==> src/rtal_pkg.sv <==
`default_nettype none

package rtal_pkg;

    localparam int ENTRIES = 8;
    localparam int IDX_W   = $clog2(ENTRIES);
    localparam int CNT_W   = $clog2(ENTRIES + 1);

    localparam logic [7:0] LIFETIME_RESET = 8'd50;
    localparam logic [7:0] NO_COST        = 8'hFF;
    localparam logic [7:0] AGE_MAX        = 8'hFF;

    localparam logic [2:0] CMD_LOOKUP  = 3'd0;
    localparam logic [2:0] CMD_ADD     = 3'd1;
    localparam logic [2:0] CMD_REFRESH = 3'd2;
    localparam logic [2:0] CMD_REMOVE  = 3'd3;
    localparam logic [2:0] CMD_TICK    = 3'd4;

    typedef enum logic [2:0] {
        ST_IDLE,
        ST_WALK,
        ST_ADD_FIN,
        ST_SLOT_FIN,
        ST_TICK
    } t_state;

    typedef logic [IDX_W-1:0] t_idx;
    typedef logic [CNT_W-1:0] t_cnt;
    typedef t_idx [ENTRIES-1:0] t_order;

    typedef struct packed {
        logic [15:0] dest;
        logic [15:0] hop;
        logic [7:0]  cost;
        logic [7:0]  wlinks;
        logic [15:0] seq;
    } t_entry;

    typedef struct packed {
        t_idx       rd_addr;
        logic       ent_we;
        logic       age_we;
        t_idx       wr_addr;
        t_entry     wr_ent;
        logic [7:0] wr_age;
    } t_mem_req;

    typedef struct packed {
        logic        found;
        logic [2:0]  slot_out;
        logic [15:0] hop_out;
        logic [7:0]  cost_out;
        logic [7:0]  weak_out;
        logic [15:0] seq_out;
        logic        evicted;
        logic [3:0]  removed_count;
    } t_result;

    // drop slot s from the recency list, keeping the order of the rest
    function automatic t_order unlink(t_order ord, t_cnt len, t_idx s);
        t_order res;
        t_cnt   k;
        res = ord;
        k   = '0;
        for (int i = 0; i < ENTRIES; i++) begin
            if (t_cnt'(i) < len && ord[i] != s) begin
                res[k[IDX_W-1:0]] = ord[i];
                k = k + 1'b1;
            end
        end
        return res;
    endfunction

    function automatic t_cnt unlink_len(t_order ord, t_cnt len, t_idx s);
        t_cnt k;
        k = len;
        for (int i = 0; i < ENTRIES; i++) begin
            if (t_cnt'(i) < len && ord[i] == s) begin
                k = k - 1'b1;
            end
        end
        return k;
    endfunction

    function automatic t_order push_front(t_order ord, t_idx s);
        t_order res;
        res[0] = s;
        for (int i = 1; i < ENTRIES; i++) begin
            res[i] = ord[i-1];
        end
        return res;
    endfunction

endpackage

`default_nettype wire

==> src/rtal_if.sv <==
`default_nettype none

interface rtal_item_if;
    logic        valid;
    logic        ready;
    logic [2:0]  cmd;
    logic [15:0] dest_addr;
    logic [15:0] next_hop;
    logic [7:0]  add_cost;
    logic [7:0]  add_wlinks;
    logic [15:0] seq_num;
    logic [2:0]  slot;

    modport source (output valid, cmd, dest_addr, next_hop, add_cost, add_wlinks,
                    seq_num, slot, input ready);
    modport sink   (input valid, cmd, dest_addr, next_hop, add_cost, add_wlinks,
                    seq_num, slot, output ready);
endinterface

interface rtal_result_if;
    logic        valid;
    logic        ready;
    logic        found;
    logic [2:0]  slot_out;
    logic [15:0] hop_out;
    logic [7:0]  cost_out;
    logic [7:0]  weak_out;
    logic [15:0] seq_out;
    logic        evicted;
    logic [3:0]  removed_count;

    modport source (output valid, found, slot_out, hop_out, cost_out, weak_out, seq_out,
                    evicted, removed_count, input ready);
    modport sink   (input valid, found, slot_out, hop_out, cost_out, weak_out, seq_out,
                    evicted, removed_count, output ready);
endinterface

interface rtal_cfg_if;
    logic       valid;
    logic       ready;
    logic [7:0] data;

    modport source (output valid, data, input ready);
    modport sink   (input valid, data, output ready);
endinterface

`default_nettype wire

==> src/rtal_mem.sv <==
`default_nettype none

// entry payload and age stores, registered read
module rtal_mem (
    input  wire logic              i_clk,
    input  wire rtal_pkg::t_mem_req i_req,
    output rtal_pkg::t_entry       o_ent,
    output logic [7:0]             o_age
);

    rtal_pkg::t_entry ent_mem [rtal_pkg::ENTRIES];
    logic [7:0]       age_mem [rtal_pkg::ENTRIES];

    always_ff @(posedge i_clk) begin
        if (i_req.ent_we) begin
            ent_mem[i_req.wr_addr] <= i_req.wr_ent;
        end
        o_ent <= ent_mem[i_req.rd_addr];
    end

    always_ff @(posedge i_clk) begin
        if (i_req.age_we) begin
            age_mem[i_req.wr_addr] <= i_req.wr_age;
        end
        o_age <= age_mem[i_req.rd_addr];
    end

endmodule

`default_nettype wire

==> src/route_table_aging_lookup_unit.sv <==
// route table with aging and oldest-entry eviction
// channels: i_item takes one command item (lookup, add, refresh, remove, tick),
// o_result gives exactly one result item per command, i_cfg writes the
// route lifetime (age in ticks at which an entry is dropped)
// one command is worked on at a time; i_item.ready is high only while the
// block is idle and the result register is empty
// work done per command before result valid is raised:
//   lookup          walks the recency list, one store read per entry
//   add             walks the list, then writes the entry in ST_ADD_FIN
//   refresh, remove one store read
//   tick            read-modify-write of every age
//   unused command  result valid right after the accepting edge
// throughput is bound by the single read port of the entry store, one entry
// per cycle during a walk; a new item is taken only once the last result is taken
// reset empties the table and sets the lifetime to 50; entry fields stay
// undefined until written, guarded by per-slot valid bits
// a stalled receiver holds the result register and no new item is taken
// until the result has been taken
`default_nettype none

module route_table_aging_lookup_unit (
    input  wire logic    i_clk,
    input  wire logic    i_rst_n,
    rtal_item_if.sink    i_item,
    rtal_result_if.source o_result,
    rtal_cfg_if.sink     i_cfg
);

    localparam int E = rtal_pkg::ENTRIES;

    // control state
    rtal_pkg::t_state  r_state, n_state;
    logic [7:0]        r_lifetime;
    logic [E-1:0]      r_valid, n_valid;
    rtal_pkg::t_order  r_order, n_order;
    rtal_pkg::t_cnt    r_len, n_len;
    rtal_pkg::t_cnt    r_idx, n_idx;
    logic              r_pend, n_pend;
    logic              r_ov, n_ov;

    // latched command item
    logic [2:0]        r_cmd, n_cmd;
    logic [15:0]       r_dest, n_dest;
    logic [15:0]       r_hop, n_hop;
    logic [7:0]        r_cost, n_cost;
    logic [7:0]        r_wlinks, n_wlinks;
    logic [15:0]       r_seq, n_seq;
    logic [2:0]        r_slot, n_slot;

    // walk bookkeeping
    rtal_pkg::t_idx    r_pslot, n_pslot;
    logic              r_best_vld, n_best_vld;
    rtal_pkg::t_idx    r_best_slot, n_best_slot;
    logic [7:0]        r_lowest, n_lowest;
    rtal_pkg::t_entry  r_best_ent, n_best_ent;
    rtal_pkg::t_cnt    r_drop, n_drop;

    // result register
    rtal_pkg::t_result r_res, n_res;

    rtal_pkg::t_mem_req mem_req;
    rtal_pkg::t_entry   mem_ent;
    logic [7:0]         mem_age;

    logic               in_acc;
    logic               out_take;

    // add fill slot selection
    logic               free_vld;
    rtal_pkg::t_idx     free_slot;
    rtal_pkg::t_idx     add_slot;
    logic               add_evict;
    rtal_pkg::t_order   add_order;
    rtal_pkg::t_cnt     add_len;
    logic [7:0]         new_age;
    rtal_pkg::t_idx     sel_slot;
    logic               slot_ok;

    rtal_mem u_mem (
        .i_clk (i_clk),
        .i_req (mem_req),
        .o_ent (mem_ent),
        .o_age (mem_age)
    );

    assign i_item.ready = (r_state == rtal_pkg::ST_IDLE) && !r_ov;
    assign in_acc       = i_item.valid && i_item.ready;
    assign out_take     = r_ov && o_result.ready;
    assign i_cfg.ready  = 1'b1;

    assign o_result.valid         = r_ov;
    assign o_result.found         = r_res.found;
    assign o_result.slot_out      = r_res.slot_out;
    assign o_result.hop_out       = r_res.hop_out;
    assign o_result.cost_out      = r_res.cost_out;
    assign o_result.weak_out      = r_res.weak_out;
    assign o_result.seq_out       = r_res.seq_out;
    assign o_result.evicted       = r_res.evicted;
    assign o_result.removed_count = r_res.removed_count;

    // lowest free slot for add
    always_comb begin
        free_vld  = 1'b0;
        free_slot = '0;
        for (int i = E - 1; i >= 0; i--) begin
            if (!r_valid[i]) begin
                free_vld  = 1'b1;
                free_slot = rtal_pkg::IDX_W'(i);
            end
        end
    end

    // add target: reuse best hit with same hop, else free slot, else list tail
    always_comb begin
        add_evict = 1'b0;
        if (r_best_vld && r_best_ent.hop == r_hop) begin
            add_slot = r_best_slot;
        end else if (free_vld) begin
            add_slot = free_slot;
        end else begin
            add_slot  = r_order[rtal_pkg::IDX_W'(r_len - 1'b1)];
            add_evict = 1'b1;
        end
        add_order = rtal_pkg::push_front(rtal_pkg::unlink(r_order, r_len, add_slot),
                                         add_slot);
        add_len   = rtal_pkg::unlink_len(r_order, r_len, add_slot) + 1'b1;
    end

    assign new_age  = (mem_age == rtal_pkg::AGE_MAX) ? rtal_pkg::AGE_MAX : mem_age + 8'd1;
    assign sel_slot = rtal_pkg::IDX_W'(r_slot);
    assign slot_ok  = (32'(r_slot) < E) && r_valid[sel_slot];

    always_comb begin
        n_state     = r_state;
        n_valid     = r_valid;
        n_order     = r_order;
        n_len       = r_len;
        n_idx       = r_idx;
        n_pend      = 1'b0;
        n_ov        = r_ov;
        n_cmd       = r_cmd;
        n_dest      = r_dest;
        n_hop       = r_hop;
        n_cost      = r_cost;
        n_wlinks    = r_wlinks;
        n_seq       = r_seq;
        n_slot      = r_slot;
        n_pslot     = r_pslot;
        n_best_vld  = r_best_vld;
        n_best_slot = r_best_slot;
        n_lowest    = r_lowest;
        n_best_ent  = r_best_ent;
        n_drop      = r_drop;
        n_res       = r_res;

        mem_req         = '0;
        mem_req.rd_addr = rtal_pkg::IDX_W'(i_item.slot);

        if (out_take) begin
            n_ov = 1'b0;
        end

        case (r_state)
            rtal_pkg::ST_IDLE: begin
                if (in_acc) begin
                    n_cmd      = i_item.cmd;
                    n_dest     = i_item.dest_addr;
                    n_hop      = i_item.next_hop;
                    n_cost     = i_item.add_cost;
                    n_wlinks   = i_item.add_wlinks;
                    n_seq      = i_item.seq_num;
                    n_slot     = i_item.slot;
                    n_idx      = '0;
                    n_best_vld = 1'b0;
                    n_lowest   = rtal_pkg::NO_COST;
                    n_drop     = '0;
                    case (i_item.cmd)
                        rtal_pkg::CMD_LOOKUP,
                        rtal_pkg::CMD_ADD:     n_state = rtal_pkg::ST_WALK;
                        rtal_pkg::CMD_REFRESH,
                        rtal_pkg::CMD_REMOVE:  n_state = rtal_pkg::ST_SLOT_FIN;
                        rtal_pkg::CMD_TICK:    n_state = rtal_pkg::ST_TICK;
                        default: begin
                            n_res = '0;
                            n_ov  = 1'b1;
                        end
                    endcase
                end
            end

            rtal_pkg::ST_WALK: begin
                // compare the entry read last cycle
                if (r_pend && mem_ent.dest == r_dest && mem_ent.cost < r_lowest) begin
                    n_lowest    = mem_ent.cost;
                    n_best_vld  = 1'b1;
                    n_best_slot = r_pslot;
                    n_best_ent  = mem_ent;
                end
                // issue the next list entry
                if (r_idx < r_len) begin
                    mem_req.rd_addr = r_order[r_idx[rtal_pkg::IDX_W-1:0]];
                    n_pslot         = r_order[r_idx[rtal_pkg::IDX_W-1:0]];
                    n_pend          = 1'b1;
                    n_idx           = r_idx + 1'b1;
                end else if (!r_pend) begin
                    if (r_cmd == rtal_pkg::CMD_ADD) begin
                        n_state = rtal_pkg::ST_ADD_FIN;
                    end else begin
                        n_res = '0;
                        if (r_best_vld) begin
                            n_res.found    = 1'b1;
                            n_res.slot_out = 3'(r_best_slot);
                            n_res.hop_out  = r_best_ent.hop;
                            n_res.cost_out = r_best_ent.cost;
                            n_res.weak_out = r_best_ent.wlinks;
                            n_res.seq_out  = r_best_ent.seq;
                        end
                        n_ov    = 1'b1;
                        n_state = rtal_pkg::ST_IDLE;
                    end
                end
            end

            rtal_pkg::ST_ADD_FIN: begin
                mem_req.ent_we        = 1'b1;
                mem_req.age_we        = 1'b1;
                mem_req.wr_addr       = add_slot;
                mem_req.wr_ent.dest   = r_dest;
                mem_req.wr_ent.hop    = r_hop;
                mem_req.wr_ent.cost   = r_cost;
                mem_req.wr_ent.wlinks = r_wlinks;
                mem_req.wr_ent.seq    = r_seq;
                mem_req.wr_age        = '0;
                n_valid[add_slot]     = 1'b1;
                n_order               = add_order;
                n_len                 = add_len;
                n_res                 = '0;
                n_res.slot_out        = 3'(add_slot);
                n_res.hop_out         = r_hop;
                n_res.cost_out        = r_cost;
                n_res.weak_out        = r_wlinks;
                n_res.seq_out         = r_seq;
                n_res.evicted         = add_evict;
                n_ov                  = 1'b1;
                n_state               = rtal_pkg::ST_IDLE;
            end

            rtal_pkg::ST_SLOT_FIN: begin
                n_res          = '0;
                n_res.slot_out = r_slot;
                if (slot_ok) begin
                    n_res.found    = 1'b1;
                    n_res.hop_out  = mem_ent.hop;
                    n_res.cost_out = mem_ent.cost;
                    n_res.weak_out = mem_ent.wlinks;
                    n_res.seq_out  = mem_ent.seq;
                    if (r_cmd == rtal_pkg::CMD_REFRESH) begin
                        mem_req.age_we  = 1'b1;
                        mem_req.wr_addr = sel_slot;
                        mem_req.wr_age  = '0;
                    end else begin
                        n_valid[sel_slot] = 1'b0;
                        n_order = rtal_pkg::unlink(r_order, r_len, sel_slot);
                        n_len   = rtal_pkg::unlink_len(r_order, r_len, sel_slot);
                    end
                end
                n_ov    = 1'b1;
                n_state = rtal_pkg::ST_IDLE;
            end

            rtal_pkg::ST_TICK: begin
                // age update for the slot read last cycle
                if (r_pend && r_valid[r_pslot]) begin
                    if (new_age >= r_lifetime) begin
                        n_valid[r_pslot] = 1'b0;
                        n_order = rtal_pkg::unlink(r_order, r_len, r_pslot);
                        n_len   = rtal_pkg::unlink_len(r_order, r_len, r_pslot);
                        n_drop  = r_drop + 1'b1;
                    end else begin
                        mem_req.age_we  = 1'b1;
                        mem_req.wr_addr = r_pslot;
                        mem_req.wr_age  = new_age;
                    end
                end
                if (r_idx < rtal_pkg::CNT_W'(E)) begin
                    mem_req.rd_addr = r_idx[rtal_pkg::IDX_W-1:0];
                    n_pslot         = r_idx[rtal_pkg::IDX_W-1:0];
                    n_pend          = 1'b1;
                    n_idx           = r_idx + 1'b1;
                end else if (!r_pend) begin
                    n_res               = '0;
                    n_res.removed_count = 4'(r_drop);
                    n_ov                = 1'b1;
                    n_state             = rtal_pkg::ST_IDLE;
                end
            end

            default: begin
                n_state = rtal_pkg::ST_IDLE;
            end
        endcase
    end

    // control registers
    always_ff @(posedge i_clk) begin
        if (!i_rst_n) begin
            r_state    <= rtal_pkg::ST_IDLE;
            r_lifetime <= rtal_pkg::LIFETIME_RESET;
            r_valid    <= '0;
            r_len      <= '0;
            r_idx      <= '0;
            r_pend     <= 1'b0;
            r_ov       <= 1'b0;
        end else begin
            r_state <= n_state;
            r_valid <= n_valid;
            r_len   <= n_len;
            r_idx   <= n_idx;
            r_pend  <= n_pend;
            r_ov    <= n_ov;
            if (i_cfg.valid && i_cfg.ready) begin
                r_lifetime <= i_cfg.data;
            end
        end
    end

    // payload registers
    always_ff @(posedge i_clk) begin
        r_order     <= n_order;
        r_cmd       <= n_cmd;
        r_dest      <= n_dest;
        r_hop       <= n_hop;
        r_cost      <= n_cost;
        r_wlinks    <= n_wlinks;
        r_seq       <= n_seq;
        r_slot      <= n_slot;
        r_pslot     <= n_pslot;
        r_best_vld  <= n_best_vld;
        r_best_slot <= n_best_slot;
        r_lowest    <= n_lowest;
        r_best_ent  <= n_best_ent;
        r_drop      <= n_drop;
        r_res       <= n_res;
    end

endmodule

`default_nettype wire

==> src/flat_wrapper.sv <==
// flat-port wrapper written by rule: the top's interface ports become plain ports
module route_table_aging_lookup_unit_flat 
  (i_clk, i_rst_n, i_item_valid, i_item_cmd, i_item_dest_addr, i_item_next_hop, i_item_add_cost, i_item_add_wlinks, i_item_seq_num, i_item_slot, i_item_ready, o_result_valid, o_result_found, o_result_slot_out, o_result_hop_out, o_result_cost_out, o_result_weak_out, o_result_seq_out, o_result_evicted, o_result_removed_count, o_result_ready, i_cfg_valid, i_cfg_data, i_cfg_ready);
  rtal_item_if i_item_i ();
  rtal_result_if o_result_i ();
  rtal_cfg_if i_cfg_i ();
  input  wire logic i_clk;
  input  wire logic i_rst_n;
  input wire logic [$bits(i_item_i.valid)-1:0] i_item_valid;
  input wire logic [$bits(i_item_i.cmd)-1:0] i_item_cmd;
  input wire logic [$bits(i_item_i.dest_addr)-1:0] i_item_dest_addr;
  input wire logic [$bits(i_item_i.next_hop)-1:0] i_item_next_hop;
  input wire logic [$bits(i_item_i.add_cost)-1:0] i_item_add_cost;
  input wire logic [$bits(i_item_i.add_wlinks)-1:0] i_item_add_wlinks;
  input wire logic [$bits(i_item_i.seq_num)-1:0] i_item_seq_num;
  input wire logic [$bits(i_item_i.slot)-1:0] i_item_slot;
  output wire logic [$bits(i_item_i.ready)-1:0] i_item_ready;
  output wire logic [$bits(o_result_i.valid)-1:0] o_result_valid;
  output wire logic [$bits(o_result_i.found)-1:0] o_result_found;
  output wire logic [$bits(o_result_i.slot_out)-1:0] o_result_slot_out;
  output wire logic [$bits(o_result_i.hop_out)-1:0] o_result_hop_out;
  output wire logic [$bits(o_result_i.cost_out)-1:0] o_result_cost_out;
  output wire logic [$bits(o_result_i.weak_out)-1:0] o_result_weak_out;
  output wire logic [$bits(o_result_i.seq_out)-1:0] o_result_seq_out;
  output wire logic [$bits(o_result_i.evicted)-1:0] o_result_evicted;
  output wire logic [$bits(o_result_i.removed_count)-1:0] o_result_removed_count;
  input wire logic [$bits(o_result_i.ready)-1:0] o_result_ready;
  input wire logic [$bits(i_cfg_i.valid)-1:0] i_cfg_valid;
  input wire logic [$bits(i_cfg_i.data)-1:0] i_cfg_data;
  output wire logic [$bits(i_cfg_i.ready)-1:0] i_cfg_ready;
  assign i_item_i.valid = i_item_valid;
  assign i_item_i.cmd = i_item_cmd;
  assign i_item_i.dest_addr = i_item_dest_addr;
  assign i_item_i.next_hop = i_item_next_hop;
  assign i_item_i.add_cost = i_item_add_cost;
  assign i_item_i.add_wlinks = i_item_add_wlinks;
  assign i_item_i.seq_num = i_item_seq_num;
  assign i_item_i.slot = i_item_slot;
  assign i_item_ready = i_item_i.ready;
  assign o_result_valid = o_result_i.valid;
  assign o_result_found = o_result_i.found;
  assign o_result_slot_out = o_result_i.slot_out;
  assign o_result_hop_out = o_result_i.hop_out;
  assign o_result_cost_out = o_result_i.cost_out;
  assign o_result_weak_out = o_result_i.weak_out;
  assign o_result_seq_out = o_result_i.seq_out;
  assign o_result_evicted = o_result_i.evicted;
  assign o_result_removed_count = o_result_i.removed_count;
  assign o_result_i.ready = o_result_ready;
  assign i_cfg_i.valid = i_cfg_valid;
  assign i_cfg_i.data = i_cfg_data;
  assign i_cfg_ready = i_cfg_i.ready;
  route_table_aging_lookup_unit u_core (.i_clk(i_clk), .i_rst_n(i_rst_n), .i_item(i_item_i), .o_result(o_result_i), .i_cfg(i_cfg_i));
endmodule
==> config.mk <==
export PLATFORM = sky130hd
export DESIGN_NAME = route_table_aging_lookup_unit_flat
export DESIGN_NICKNAME = d
export VERILOG_FILES = /design/src/rtal_pkg.sv /design/src/rtal_if.sv /design/src/rtal_mem.sv /design/src/route_table_aging_lookup_unit.sv /design/src/flat_wrapper.sv
export SDC_FILE = /design/constraint.sdc
export NUM_CORES = 2
export LEC_CHECK = 0
export BUFFER_PORTS_ARGS = -buffer_cell sky130_fd_sc_hd__buf_2
export CAP_MARGIN = 20
export CELL_PAD_IN_SITES_DETAIL_PLACEMENT = 1
export CELL_PAD_IN_SITES_GLOBAL_PLACEMENT = 2
export CORE_AREA = 2 2 383 385
export CTS_BUF_LIST = sky130_fd_sc_hd__clkbuf_8
export DETAILED_ROUTE_END_ITERATION = 8
export DIE_AREA = 0 0 385 387
export PLACE_DENSITY_LB_ADDON = 0.1
export SYNTH_ARGS = -nofsm -noshare
export SYNTH_HDL_FRONTEND = slang
export SYNTH_HIERARCHICAL = 1
export SYNTH_SLANG_ARGS = --single-unit
==> constraint.sdc <==
create_clock -name i_clk -period 9.9 [get_ports i_clk]
set_input_delay 0.495 -clock i_clk [delete_from_list [all_inputs] [get_ports i_clk]]
set_output_delay 0.495 -clock i_clk [all_outputs]
set_load 0.01 [all_outputs]
==> impl_metrics.env <==
export IMPL_synthesis_nets=3314
export IMPL_slew_viol_final=0
export IMPL_numClockSinks=895
export IMPL_irDropWorstVdd_mv=0.128
export IMPL_die_h_microns=387
export IMPL_path_max_fanout=14
export IMPL_crit_top_cell="ha_1"
export IMPL_cp_required_ps=10500
export IMPL_worst_r2r_setup_slack_ps=1490
export IMPL_clk_path_buf_depth=3
export IMPL_power_density_nw_per_um2=246
export IMPL_setup_viol=0
export IMPL_synth_async_reset_ratio=0
export IMPL_fmax_mhz=119
export IMPL_synth_top_area_cell="edfxtp_1"
export IMPL_avgRoutedWirePerCell_microns=27.0
export IMPL_clock_latency_ps=890
export IMPL_max_stage_delay_ps=600
export IMPL_fin_skew_ps=42.2
export IMPL_crit_path_end_kind="register"
export IMPL_ys_seq_area_frac=0.597
export IMPL_ys_types=83
export IMPL_crit_path_top_delay_cell="dfxtp_1"
export IMPL_drt_iter0_drc=1821
export IMPL_grt_pass1_vias=31000
export IMPL_dp_hpwl_microns=94700
export IMPL_cts_tree="done"
export IMPL_cts_hold_buf=90
export IMPL_r2r_cells=30
export IMPL_vias=28300
export IMPL_max_cap_violations=0
export IMPL_fin_crit_ps=8410
export IMPL_synth_ff_latch_count=895
export IMPL_slew_limit_headroom=0.243
export IMPL_num_rows=140
export IMPL_tightest_slew_ps=1140
export IMPL_synth_cells=3170
export IMPL_critPathArrivalTime_ps=9020
export IMPL_finalCritPeriodShare=0.850
export IMPL_grt_start_max_net_pins=75
export IMPL_cts_root_buf="clkbuf_8"
export IMPL_avgSynthCellArea_sq_um=13.7
export IMPL_drcViolationCount=0
export IMPL_cp_start_kind="register"
export IMPL_synth_edff_count=794
export IMPL_start_util=0.299
export IMPL_path_clk_slew_ps=60
export IMPL_synth_top_area_share=0.551
export IMPL_path_class="reg2reg"
export IMPL_whs_ps=167
export IMPL_num_nets_final=3610
export IMPL_r2r_end="u_core/r_order[18]"
export IMPL_holdPathStages=2
export IMPL_finalSetupTns_ps=0
export IMPL_dr_pass1_iters=8
export IMPL_antenna_found_initial=16
export IMPL_synth_area_sq_um=43300
export IMPL_routed_wl_microns=149000
export IMPL_ant_nets=0
export IMPL_vias_per_cell=5.13
export IMPL_io_pins=143
export IMPL_grt_pass1_wl_microns=218000
export IMPL_grt_usage=0.201
export IMPL_overflow=0
export IMPL_rr_startpoint="u_core/r_len[1]"
export IMPL_synth_flop_cell="edfxtp_1"
export IMPL_htree_levels=4
export IMPL_numCtsBuffers=163
export IMPL_p_leak_nw=17.6
export IMPL_die_area_sq_um=149000
export IMPL_rsz0062_at_grt="false"
export IMPL_outcome="finished, final reports clean"
export IMPL_hold_class="in2reg"
export IMPL_core_sq_um=145000
export IMPL_die_w_microns=385
export IMPL_final_hold_violation_count=0
export IMPL_min_to="u_core/r_dest[11]"
export IMPL_syn_to_final_growth_pct=17.1
export IMPL_post_cts_buffers=0
export IMPL_drive_gt1_frac=0.211
export IMPL_synth_warnings=6
export IMPL_ctsResizeCount=0
export IMPL_synth_top_cells_by_area="edfxtp_1, mux4_2, dfxtp_1"
export IMPL_finalWeightedCongestion=0.838
export IMPL_hold_start="i_item_valid"
export IMPL_port_buffers=141
[Yosys cell counts (all sizes together) (13+ instances only)]
master	count
nor2	241
a31oi	29
buf	55
clkbuf	127
and3	85
edfxtp	794
inv	65
and2	21
mux2i	165
or2	14
a221o	51
nor4	23
o211ai	18
a21oi	116
nand4	13
mux4	158
nor2b	24
o21ai	143
ha	58
o22ai	17
xor2	87
dfxtp	101
o22a	17
nand2b	30
xnor2	121
a211oi	23
nor3	41
nand3	57
nand2	274
mux2	92
[sequential cells by signal, indices dropped and copies added (netlist names), 8 cells and up, named ones only]
signal,flops
u_core/u_mem/age_mem,64
u_core/r_cost,8
u_core/u_mem/o_age,8
u_core/u_mem/o_ent,64
u_core/o_result.seq_out,16
u_core/r_valid,8
u_core/o_result.hop_out,16
u_core/r_lowest,8
u_core/r_hop,16
u_core/r_wlinks,8
u_core/r_lifetime,8
u_core/r_seq,16
u_core/r_order,21
u_core/r_dest,16
u_core/o_result.cost_out,8
u_core/u_mem/ent_mem,512
u_core/o_result.weak_out,8
u_core/r_best_ent,48
[worst max path at each step]
stage,startpoint,endpoint,slack [ps]
floorplan,u_core/r_state[2],u_core/o_result.cost_out[0],1560
global placement,u_core/r_len[1],u_core/r_order[18],1600
detailed placement,u_core/r_len[1],u_core/r_order[18],1490
CTS,u_core/r_len[1],u_core/r_order[18],1450
global route,u_core/r_len[1],u_core/r_order[18],860
finish,u_core/r_len[1],u_core/r_order[18],1490
[worst max-delay path, delay by kind of cell, from the launching register on]
kind | cells | cell delay (ps)
adders and majority gates | 6 | 2230
muxes | 5 | 1920
and+or+nand+nor | 8 | 1370
AOI/OAI and AO/OA | 4 | 830
buffers and inverters | 4 | 610
DFF | 1 | 600
xor gates and xnor gates | 3 | 580
[metrics by stage]
stage                     power [W]  setup WS [ps]  std cells   util  instance area [sq um]
final                        0.0125           1490       5528  0.350                  50700
after global routing         0.0132            856       5526  0.350                  50700
after CTS                    0.0127           1450       5521  0.350                  50700
after detailed placement    0.00890           1490       5128  0.320                  46400
after global placement      0.00883           1600       5127  0.320                  46400
after floorplan             0.00756           1560       3170      -                  43300
[kinds of logic after synthesis]
group                    Yosys count  share of synthesized area
AO/OA/AOI/OAI                    479                     0.0718
XOR/XNOR                         208                     0.0434
adder cells (fa/ha/maj)           63                     0.0186
buffers and inverters            249                     0.0256
flip-flops                       895                      0.597
multiplexers                     415                      0.150
other                              1                  0.0000866
AND/OR/NAND/NOR                  860                     0.0936
[power breakdown]
group / total (W) / switching [W] / internal [W]
Sequential: 0.00482 / 0.000232 / 0.00459
Clock: 0.00367 / 0.00166 / 0.00201
Combinational: 0.00399 / 0.00246 / 0.00153
Total: 0.0125 / 0.00435 / 0.00812
[layout make-up]
type                    count  area [sq um]
well taps                1917          2400
clock inverters           124           952
flip-flops and latches    895         25900
repair buffers            313          2280
multi-input cells        2026         16500
clock buffers             179          2460
fillers                 15200         94100
diodes                      7          17.5
inverters                  67           251
[routing by layer]
metal	vias up	GRT usage	share of wire
met1	14800	0.267	0.45
met5	-	0	0.00074
met4	16	0.0621	0.027
met3	219	0.0359	0.041
li1	12700	-	-
met2	616	0.331	0.48
[layout by cell type (no fill, tap or decap), types with 17 or more instances in the layout]
cell type      instances
edfxtp_1             794
nand2_1              273
nor2_1               234
clkbuf_8             179
mux2i_1              164
mux4_2               158
buf_2                141
o21ai_0              141
xnor2_1              118
a21oi_1              115
dfxtp_1              101
inv_1                 94
dlygate4sd3_1         90
and3_1                85
xor2_1                84
buf_4                 77
mux2_4                60
ha_1                  58
nand3_1               56
a221o_1               48
clkinv_1              38
nor3_1                36
clkinv_2              31
mux2_2                31
nand2b_1              30
a31oi_1               28
a211oi_1              23
nor2b_1               22
nor4_1                22
and2_1                19
o211ai_1              18
o22a_1                17
o22ai_1               17
No activity file was read; power rests on OpenSTA's default activity.
